**config.mk**
```make
export PLATFORM = sky130hd
export DESIGN_NAME = wera_ram
export DESIGN_NICKNAME = d
export VERILOG_FILES = /design/src/rtl/wera_ram.sv
export SDC_FILE = /design/constraint.sdc
export NUM_CORES = 1
export LEC_CHECK = 0
export BUFFER_PORTS_ARGS = -buffer_cell sky130_fd_sc_hd__buf_2
export CORE_ASPECT_RATIO = 1.25
export CORE_MARGIN = 3
export CORE_UTILIZATION = 50
export CTS_CLUSTER_SIZE = 14
export DETAILED_ROUTE_END_ITERATION = 10
export GPL_ROUTABILITY_DRIVEN = 0
export PLACE_DENSITY_LB_ADDON = 0.25
export SYNTH_ARGS = -nofsm -noshare
export SYNTH_HDL_FRONTEND = slang
export SYNTH_SLANG_ARGS = --single-unit
```
**constraint.sdc**
```tcl
create_clock -name i_clk -period 2.8 [get_ports i_clk]
set_input_delay 0.56 -clock i_clk [delete_from_list [all_inputs] [get_ports i_clk]]
set_output_delay 0.56 -clock i_clk [all_outputs]
set_load 0.01 [all_outputs]
```
**src/rtl/wera_ram.sv**
```systemverilog
// Generic single-write, single-read RAM with registered read data.
`default_nettype none
module wera_ram #(
    parameter int WIDTH = 8,
    parameter int DEPTH = 64
) (
    input  wire logic                     i_clk,
    input  wire logic                     i_we,
    input  wire logic [$clog2(DEPTH)-1:0] i_waddr,
    input  wire logic [WIDTH-1:0]         i_wdata,
    input  wire logic [$clog2(DEPTH)-1:0] i_raddr,
    output logic      [WIDTH-1:0]         o_rdata
);
    logic [WIDTH-1:0] r_mem [DEPTH];

    always_ff @(posedge i_clk) begin
        if (i_we) begin
            r_mem[i_waddr] <= i_wdata;
        end
        o_rdata <= r_mem[i_raddr];
    end
endmodule
`default_nettype wire

```
* Yosys cells after proc, flatten, opt, wreduce, memory -nomap -nowiden
Memory sizes are Yosys's and may differ from the RTL's. A register that Yosys moved wholly into a read port is not among the register bits.
Index checks and enable logic that the tools add are counted.
** Operators by class
- Muxes and demuxes :: 2
** Operators with widths (count)
- two-way mux 1 bit :: 2
** Word-level totals
- Output and inout port bits :: 8
- Memories kept :: 1
- Input port bits :: 22
- RAM bits :: 512
- Bits in registers :: 0
- Word-level logic and storage cells :: 3
** Memories
- r_mem :: depth 64, bits a word 8, rd ports 1, clocked after memory_dff 1, wr ports 1, RTL line 14 : logic [WIDTH-1:0] r_mem [DEPTH];

* Longest topological paths before layout
Gate-level depths: netlist (run 1).
- Depth after elaboration :: 2
- Mapped depth :: 9
- Gate-level depth less buffers :: 5

* Worst setup path before layout (run 1)
OpenSTA, ideal clock, no wires.
- Path kind :: input -> register
- Start :: in i_raddr[1]
- End :: reg o_rdata[3], read port of r_mem
- Buffers on the path :: 3
- Arrival :: 2.100 ns
- Library setup time :: 0.128 ns
- Path slack :: 0.572 ns
- Required time :: 2.672 ns
- Stages on the path :: 7
- Path through :: buf_4 > buf_2 > buf_2 > mux4_2 > mux4_2 > o21ai_1 > o41ai_1
** RTL lines
- from (decl) :: RTL line 11 : input wire logic [$clog2(DEPTH)-1:0] i_raddr,
- to (decl) :: RTL line 12 : output logic [WIDTH-1:0] o_rdata

==> flow_summary.toml, run 1 <==
[run_status]
outcome = "completed"

[worst_setup_path]
crit_fanout = 15
critical_path_class = "input port to register"
worstRegToRegCells = 5
startpoint = "i_raddr[0]"
r2r_start = "r_mem[25][6]$_DFFE_PP_"
rrSetupSlack_ns = 0.82
rr_endpoint = "o_rdata[6]$_DFF_P_"
crit_arrival_ns = 2.67
crit_required_ns = 3.23
start_kind = "input port"
cp-end-kind = "register"

[timing]
fin_crit_ns = 2.238
setup_viol = 0
worst_pin_slew_ns = 0.9177
rsz0062_at_grt = "false"
max_freq_ghz = 0.4469
hold_viol_final = 0
relSlewSlack_pct = 38.82
finalCritPeriodShare_pct = 79.92
skew_ns = 0.02644
finalMaxSlewViolations = 0

[power_and_ir_drop]
leakagePower_nw = 7.546
intPower_mw = 12.94
switchingPower_mw = 3.283
power_frac_comb_pct = 5.3
vdd.ir_drop.worst_uv = 465.2
switching_share_pct = 20.24
clock_power_share_pct = 41.5
pwr-share-seq_pct = 53.2
power_density_nw_per_um2 = 696.1

[clocking]
cts_hold_buf = 0
clockBufferDepth = 3
clk_pin_slew_ns = 0.06
clock-sinks = 520
ctsResizeCount = 0
cts-root-buf = "clkbuf_16"
htreeDepth = 2
clk_latency_ns = 0.57
post_cts_buffers = 0
numCtsBuffers = 49
cts_tree = "done"

[grt]
grt_pass1_vias = 10230
antenna_found_initial = 4
met1_usage_pct = 29.38
grt_use_met3_pct = 3.704
grt-busiest-layer = "met2"
grt_max_degree = 65
met2_usage_pct = 36.28
grt_overflow_total = 0
grt_pass1_wl_um = 67400
grt.total_usage_pct = 21.87

[synth]
yosysUniqueCellTypes = 40
synth.cell_area_um2 = 20170
synth_commonest_cells = "512 x edfxtp_1, 126 x mux4_2, 83 x nor2_1, 23 x mux2i_1, 19 x nand2_1"
synth_most_common_cell = "edfxtp_1"
synth_ff_type = "edfxtp_1"
ys_seq_area_share_pct = 77.03
ys_ff_latch = 520
yosys.area.top_type_share_pct = 76.24
post_synth.cell_area_avg_um2 = 21.45
yosysWarnings = 0
netlist_instances = 940
synth_edf_count = 512
async_flop_share_pct = 0
synth_area_leaders = "edfxtp_1 76%, mux4_2 14%, nor2_1 1.5%"
synth_largest_area_cell = "edfxtp_1"
syn_nets = 962

[hold_path]
min_delay_worst_endpoint = "o_rdata[2]$_DFF_P_"
hold_depth = 3
hold_start = "i_raddr[5]"
worstHoldPathType = "input port to register"

[layout]
post-route-util_pct = 58.98
fillCellCount = 2851
drive_above_1_share_pct = 32.06
nets = 1110
area_delta_synth_final_pct = 15.59
final_cell_area_um2 = 23310

[floorplan]
die_area_um2 = 42800
core_um2 = 39530
placementRows = 81
start_util_pct = 51.02
io_pins = 30
die_h_um = 230.5
die_w_um = 185.6

[placed_design]
dp_hpwl_um = 29600
place_area_um2 = 21680
io_buffers = 29

[routing]
wl_per_cell_um = 28.02
drc = 0
ant_nets = 0
first_iter_violations = 986
num_vias = 9794
via_per_inst = 6.038
drt-pass1-iter-count = 5
routed_wirelength_um = 45440

[run]
cap_viol_max_count = 0
[worst max-delay path by stage]
stage,cells past startpoint,slack (ns),to
2_1_floorplan,7,0.57,o_rdata[3]$_DFF_P_
3_3_place_gp,8,-0.08,o_rdata[7]$_DFF_P_
3_5_place_dp,8,0.005,o_rdata[7]$_DFF_P_
4_1_cts,8,0.60,o_rdata[7]$_DFF_P_
5_1_grt,7,0.56,o_rdata[7]$_DFF_P_
6_report,7,0.56,o_rdata[7]$_DFF_P_
[stage by stage]
| step | worst slack (ns) | total power [mW] | hold slack (ns) | cells | setup TNS, ns |
|---|---|---|---|---|---|
| 6_report | 0.5622 | 16.23 | 0.4008 | 1622 | 0 |
| 5_1_grt | 0.5603 | 16.67 | 0.3967 | 1622 | 0 |
| 4_1_cts | 0.5983 | 16.35 | 0.3758 | 1621 | 0 |
| 3_5_place_dp | 0.004600 | 9.669 | 0.7891 | 1535 | 0 |
| 3_3_place_gp | -0.08124 | 9.653 | 0.7952 | 1535 | -0.08124 |
| 2_1_floorplan | 0.5723 | 9.260 | 0.6589 | 940 | 0 |
[sequential cells by signal, summed over array words and instances, names as in the netlist]
signal,count
r_mem,512
o_rdata,8
[critical path, stage by stage]
cell      delay (ns)
clkbuf_8        0.19
buf_12          0.20
buf_4           0.21
mux4_2          0.51
mux2_2          0.28
o311ai_1        0.57
nand2_1         0.13
[cell type report]
cell class	instances	area, µm²	area share (%)
Clock inverter	26	314.1	1.347
Multi-Input combinational cell	369	4315	18.51
Timing Repair Buffer	148	1202	5.158
Tap cell	498	623.1	2.673
Sequential cell	520	15530	66.64
Clock buffer	60	1319	5.657
Antenna cell	1	2.502	0.01073
[power groups by stage]
stage | combinational [mW] | sequential, mW | clock (mW)
after CTS | 0.862 | 8.64 | 6.85
after global routing | 0.908 | 8.64 | 7.13
after floorplan | 0.459 | 8.80 | 0
final | 0.853 | 8.64 | 6.73
after detailed placement | 0.863 | 8.81 | 0
after global placement | 0.849 | 8.80 | 0
[layout by cell type, fill, tap and decap left out, drive strengths merged, types with 6 or more instances in the layout]
cell	netlist	layout
a221oi	6	6
buf	34	147
bufinv	0	7
clkbuf	17	61
clkinv	0	17
dfxtp	8	8
edfxtp	512	512
mux2	13	13
mux2i	23	23
mux4	126	126
nand2	19	19
nand2b	7	7
nand3	13	13
nor2	83	83
nor2b	14	14
nor3	7	7
o221ai	8	8
o22ai	8	8
[logic make-up after synthesis]
logic type	count (synthesis)	synth area share, %
mux	162	15.94
compound gates	54	2.072
flops	520	77.03
buf+inv	51	1.570
simple gates	153	3.387
[layer usage]
layer  share of wire (%)  up-vias
met3                 6.7       96
met5               0.084        -
li1                    -     4218
met2                  51      381
met4                 4.1        6
met1                  39     5093
Power figures use the tool's default switching activity.
==> run 2: changes to the inputs <==
- ABC_AREA: not set -> 1
- clock period: 2.8 -> 2 ns (I/O delays scaled with it)
==> run 2 against run 1 <==
Net effect: global-route usage is 1.2 points higher; sequential cell count stayed put; combinational power is 75% higher; cell count is 54% higher; sequential share of layout area is 2.4 points lower; via count is 43% higher; power is 38% higher; design area is 3.7% higher; hold slack worse by 0.20 ns; clock skew is 0.0076 ns lower; non-clock buffer count is 14 higher; highest routed layer is now met4.
==> flow_summary.toml, run 2 <==
[power_and_ir_drop]
switchingPower_mw = 4.840
intPower_mw = 17.50
pwr-share-seq_pct = 54.2
vdd.ir_drop.worst_uv = 553.9
power_mw = 22.34
power_frac_comb_pct = 6.7
leakagePower_nw = 8.864
power_density_nw_per_um2 = 924.2
clock_power_share_pct = 39.2
switching_share_pct = 21.67

[synth]
async_flop_share_pct = 0
syn_nets = 1827
ys_ff_latch = 520
synth_area_leaders = "edfxtp_1 72%, nand2_1 11%, nand3_1 10%"
synth_edf_count = 512
synth_commonest_cells = "648 x nand2_1, 512 x edfxtp_1, 439 x nand3_1, 56 x nor2_1, 37 x buf_2"
post_synth.cell_area_avg_um2 = 11.82
synth_ff_type = "edfxtp_1"
synth_most_common_cell = "nand2_1"
netlist_instances = 1805
yosysUniqueCellTypes = 16
yosysWarnings = 0
ys_seq_area_share_pct = 72.80
synth.cell_area_um2 = 21340
synth_largest_area_cell = "edfxtp_1"
yosys.area.top_type_share_pct = 72.05

[floorplan]
die_w_um = 190.8
die_area_um2 = 45210
io_pins = 30
core_um2 = 42150
start_util_pct = 50.63
die_h_um = 237.0
placementRows = 84

[run_status]
outcome = "completed"

[worst_setup_path]
cp_num_cells = 1
startpoint = "o_rdata[3]$_DFF_P_"
rrSetupSlack_ns = 0.64
start_kind = "register"
endpoint = "o_rdata[3]"
crit_required_ns = 1.60
r2r_start = "r_mem[37][4]$_DFFE_PP_"
critical_path_class = "register to output port"
crit_fanout = 1
slowest_delay_ns = 0.42
critical_path.top_delay_family = "flip-flops"
crit_arrival_ns = 1.16
rr_endpoint = "o_rdata[4]$_DFF_P_"
cp_cell_sequence = "buf_2"
cp-end-kind = "output port"
worstRegToRegCells = 8
critical_path_buf_inv_count = 1
crit_slowest_cell = "dfxtp_1"

[run]
cap_viol_max_count = 0

[routing]
drt-pass1-iter-count = 5
num_vias = 14050
drc = 0
via_per_inst = 5.611
ant_nets = 0
wl_per_cell_um = 20.77
first_iter_violations = 1320
routed_wirelength_um = 51980

[timing]
finalCritPeriodShare_pct = 78.20
setup_tns_ns = 0
max_freq_ghz = 0.6394
skew_ns = 0.01881
relSlewSlack_pct = 48.18
rsz0062_at_grt = "false"
hold_ws_ns = 0.2041
fin_crit_ns = 1.564
setup_slack_ns = 0.4359
hold_viol_final = 0
finalMaxSlewViolations = 0
setup_viol = 0
worst_pin_slew_ns = 0.7773

[layout]
fillCellCount = 3362
largest_register_ffs = 512
final_cell_mix = "648 x nand2_1, 512 x edfxtp_1, 439 x nand3_1"
drive_above_1_share_pct = 11.40
top_regs = "r_mem (512), o_rdata (8)"
multi_input_area_um2 = 4946
nets = 1926
seq_area_um2 = 15530
finalNonFillerCells = 2503
final_common_cell = "nand2_1"
largest_register = "r_mem"
area_delta_synth_final_pct = 13.26

[clocking]
cts_hold_buf = 0
clk_pin_slew_ns = 0.06
clockBufferDepth = 3
numCtsBuffers = 48
ctsResizeCount = 0
clk_latency_ns = 0.57
cts_tree = "done"
cts-root-buf = "clkbuf_16"
clock-sinks = 520
post_cts_buffers = 0
htreeDepth = 2

[placed_design]
post-place-ws_ns = 0.006362
io_buffers = 29
dp_cells = 2413
dp_hpwl_um = 31140

[grt]
grt_pass1_vias = 13430
antenna_found_initial = 1
grt_max_degree = 65
grt_overflow_total = 0
grt.total_usage_pct = 23.10
grt_pass1_wl_um = 79350

[hold_path]
worstHoldPathType = "input port to register"
## run 2: cell count changes in the layout (fill, tap and decap cells not counted), sizes merged, moves of 12 or more
cell and change:
inv +12, buf +14, mux2 -13, nand3 +426, nand2 +629, nor2b -14, nor2 -27, mux2i -23
mux4 -126
## run 2: power groups by stage
stage               combinational (mW)  sequential (mW)  clock [mW]
global placement                  1.47             12.3           0
floorplan                        0.848             12.3           0
CTS                               1.50             12.1        8.89
detailed placement                1.49             12.3           0
global route                      1.64             12.1        9.31
finish                            1.49             12.1        8.75
## run 2: final cells by class
type | count | area share [%]
Clock inverter | 20 | 0.7921
Timing Repair Buffer | 162 | 5.969
Tap cell | 559 | 2.894
Inverter | 12 | 0.2278
Multi-Input combinational cell | 1160 | 20.46
Clock buffer | 65 | 5.322
Sequential cell | 520 | 64.28
Antenna cell | 5 | 0.05177
## run 2: cells by family after synthesis
| family | synth area share (%) |
|---|---|
| and+or+nand+nor | 23.18 |
| DFF | 72.80 |
| buffers and inverters | 4.022 |
## run 2: metal layers
layer,up-vias,part of all wire (%),track usage [%]
met5,-,0,0
met4,0,2.9,6.852
met3,110,7.8,3.436
met2,569,49,38.57
met1,6823,40,31.67
li1,6543,-,-
## run 2: stage by stage
step                      cell area [µm²]  utilization [%]
after floorplan                     21340                -
after global routing                24160            57.32
after CTS                           24160            57.32
after global placement              22680            53.81
final                               24170            57.34
after detailed placement            22680            53.81
## run 2: worst min-delay path by stage
stage | startpoint | to | slack (ns) | cells past startpoint
global placement | i_raddr[5] | o_rdata[7]$_DFF_P_ | 0.79 | 3
finish | i_raddr[5] | o_rdata[0]$_DFF_P_ | 0.20 | 3
detailed placement | i_raddr[5] | o_rdata[0]$_DFF_P_ | 0.78 | 3
CTS | i_raddr[5] | o_rdata[0]$_DFF_P_ | 0.18 | 3
floorplan | i_wdata[0] | r_mem[0][0]$_DFFE_PP_ | 0.50 | 0
global route | i_raddr[5] | o_rdata[0]$_DFF_P_ | 0.20 | 3
==> run 3: changes to the inputs <==
- clock period: 2 -> 1.57 ns (I/O delays scaled with it)
==> run 3 against run 2 <==
Net effect: combinational power rose by 42%; wire length rose by 3.0%; count of clock-buffer cells in the layout fell by 2; first-iteration DRC count rose by 1.9%; highest routed layer is now met5; sequential share of layout area fell by 2.3 points; global-route usage rose by 0.79 points; worst setup slack got worse by 0.40 ns; die area did not move; hold slack got worse by 0.077 ns; clock power rose by 34%; core utilization rose by 2.2 points.
==> flow_summary.toml, run 3 (same netlist as run 2, synthesis figures left out) <==
[layout]
largest_register_ffs = 512
drive_above_1_share_pct = 16.11
final_common_cell = "nand2_1"
top_regs = "r_mem (512), o_rdata (8)"
seq_area_um2 = 15530
area_delta_synth_final_pct = 17.55
antenna_cells = 0
finalNonFillerCells = 2552
largest_register = "r_mem"
multi_input_area_um2 = 5141
final_cell_mix = "648 x nand2_1, 512 x edfxtp_1, 439 x nand3_1"
fillCellCount = 3303
nets = 1978
post-route-util_pct = 59.52

[worst_setup_path]
rr_endpoint = "o_rdata[6]$_DFF_P_"
cp-end-kind = "output port"
cp_num_cells = 1
cp_cell_sequence = "buf_2"
crit_fanout = 1
worstRegToRegCells = 8
crit_slowest_cell = "dfxtp_1"
start_kind = "register"
startpoint = "o_rdata[2]$_DFF_P_"
critical_path.top_delay_family = "flip-flops"
endpoint = "o_rdata[2]"
slowest_delay_ns = 0.47
crit_arrival_ns = 1.22
critical_path_class = "register to output port"
r2r_start = "r_mem[33][6]$_DFFE_PP_"
crit_required_ns = 1.26
rrSetupSlack_ns = 0.22
critical_path_buf_inv_count = 1

[clocking]
cts_hold_buf = 0
clk_pin_slew_ns = 0.06
ctsResizeCount = 0
clk_latency_ns = 0.56
htreeDepth = 2
clock-sinks = 520
cts-root-buf = "clkbuf_16"
numCtsBuffers = 49
cts_tree = "done"
post_cts_buffers = 0
clockBufferDepth = 3

[power_and_ir_drop]
vdd.ir_drop.worst_uv = 844.5
leakagePower_nw = 9.223
power_density_nw_per_um2 = 1163
power_mw = 29.16

[timing]
setup_tns_ns = 0
fin_crit_ns = 1.531
setup_slack_ns = 0.03874
setup_viol = 0
hold_viol_final = 0
relSlewSlack_pct = 67.14
max_freq_ghz = 0.6531
rsz0062_at_grt = "false"
skew_ns = 0.01087
worst_pin_slew_ns = 0.4929
finalMaxSlewViolations = 0
finalCritPeriodShare_pct = 97.53

[routing]
first_iter_violations = 1345
wl_per_cell_um = 20.99
via_per_inst = 5.579
drt-pass1-iter-count = 6
num_vias = 14240
routed_wirelength_um = 53560
ant_nets = 0
drc = 0

[placed_design]
post-place-ws_ns = -0.3617
dp_cells = 2464
dp_hpwl_um = 33920
io_buffers = 29

[run_status]
outcome = "completed"

[floorplan]
start_util_pct = 50.63
placementRows = 84
die_w_um = 190.8
die_area_um2 = 45210
io_pins = 30
die_h_um = 237.0
core_um2 = 42150

[grt]
grt_overflow_total = 0
grt_pass1_wl_um = 82050
antenna_found_initial = 3
grt.total_usage_pct = 23.89
grt_max_degree = 65
grt_pass1_vias = 13940

[run]
cap_viol_max_count = 0

[hold_path]
worstHoldPathType = "input port to register"
run 3: changes by cell type in the layout (fill, tap and decap cells not counted), moves of 6 or more:
cell / before / now
nor4_2: 0 / 6
nor2_1: 56 / 29
clkinv_2: 1 / 9
buf_4: 111 / 142
nor2_2: 0 / 15
buf_12: 23 / 43
nor2_4: 0 / 12
nor4_1: 8 / 0
run 3: stage by stage:
step	hold WS, ns	cell area [µm²]
floorplan	0.4129	21640
global placement	0.6855	23520
detailed placement	0.6972	23520
CTS	0.1015	25090
global route	0.1074	25090
finish	0.1273	25090
run 3: report_power, final:
part / internal, mW / switching [mW] / leakage (nW)
sequential: 15.4 / 0.0437 / 4.67
combinational: 0.675 / 1.43 / 3.78
clock: 6.80 / 4.85 / 0.767
run 3: worst min path at each step:
| stage | start | end | slack (ns) | cells past startpoint |
|---|---|---|---|---|
| final | i_raddr[5] | o_rdata[1]$_DFF_P_ | 0.13 | 3 |
| after global routing | i_raddr[5] | o_rdata[1]$_DFF_P_ | 0.11 | 3 |
| after CTS | i_raddr[5] | o_rdata[0]$_DFF_P_ | 0.10 | 3 |
| after detailed placement | i_raddr[5] | o_rdata[0]$_DFF_P_ | 0.70 | 3 |
| after global placement | i_raddr[5] | o_rdata[3]$_DFF_P_ | 0.69 | 3 |
| after floorplan | i_wdata[0] | r_mem[0][0]$_DFFE_PP_ | 0.41 | 0 |
run 3: routing by layer:
layer | share of wire [%] | track usage (%) | wire length (µm) | vias to the layer above
li1 | - | - | - | 6655
met1 | 40 | 32.10 | 21380 | 6869
met2 | 49 | 39.68 | 26370 | 599
met3 | 7.6 | 4.398 | 4084 | 109
met4 | 3.1 | 7.720 | 1677 | 6
met5 | 0.077 | 0 | 41 | -
run 3: area by class of cell:
type | count | share of cell area (%)
Clock buffer | 63 | 5.177
Clock inverter | 25 | 1.062
Inverter | 12 | 0.2843
Multi-Input combinational cell | 1160 | 20.49
Sequential cell | 520 | 61.93
Tap cell | 559 | 2.788
Timing Repair Buffer | 213 | 8.265
run 3: worst min-delay path, cell delays in order:
cell and delay [ns]:
buf_2 0.17, nand3_1 0.10, nand2_1 0.04
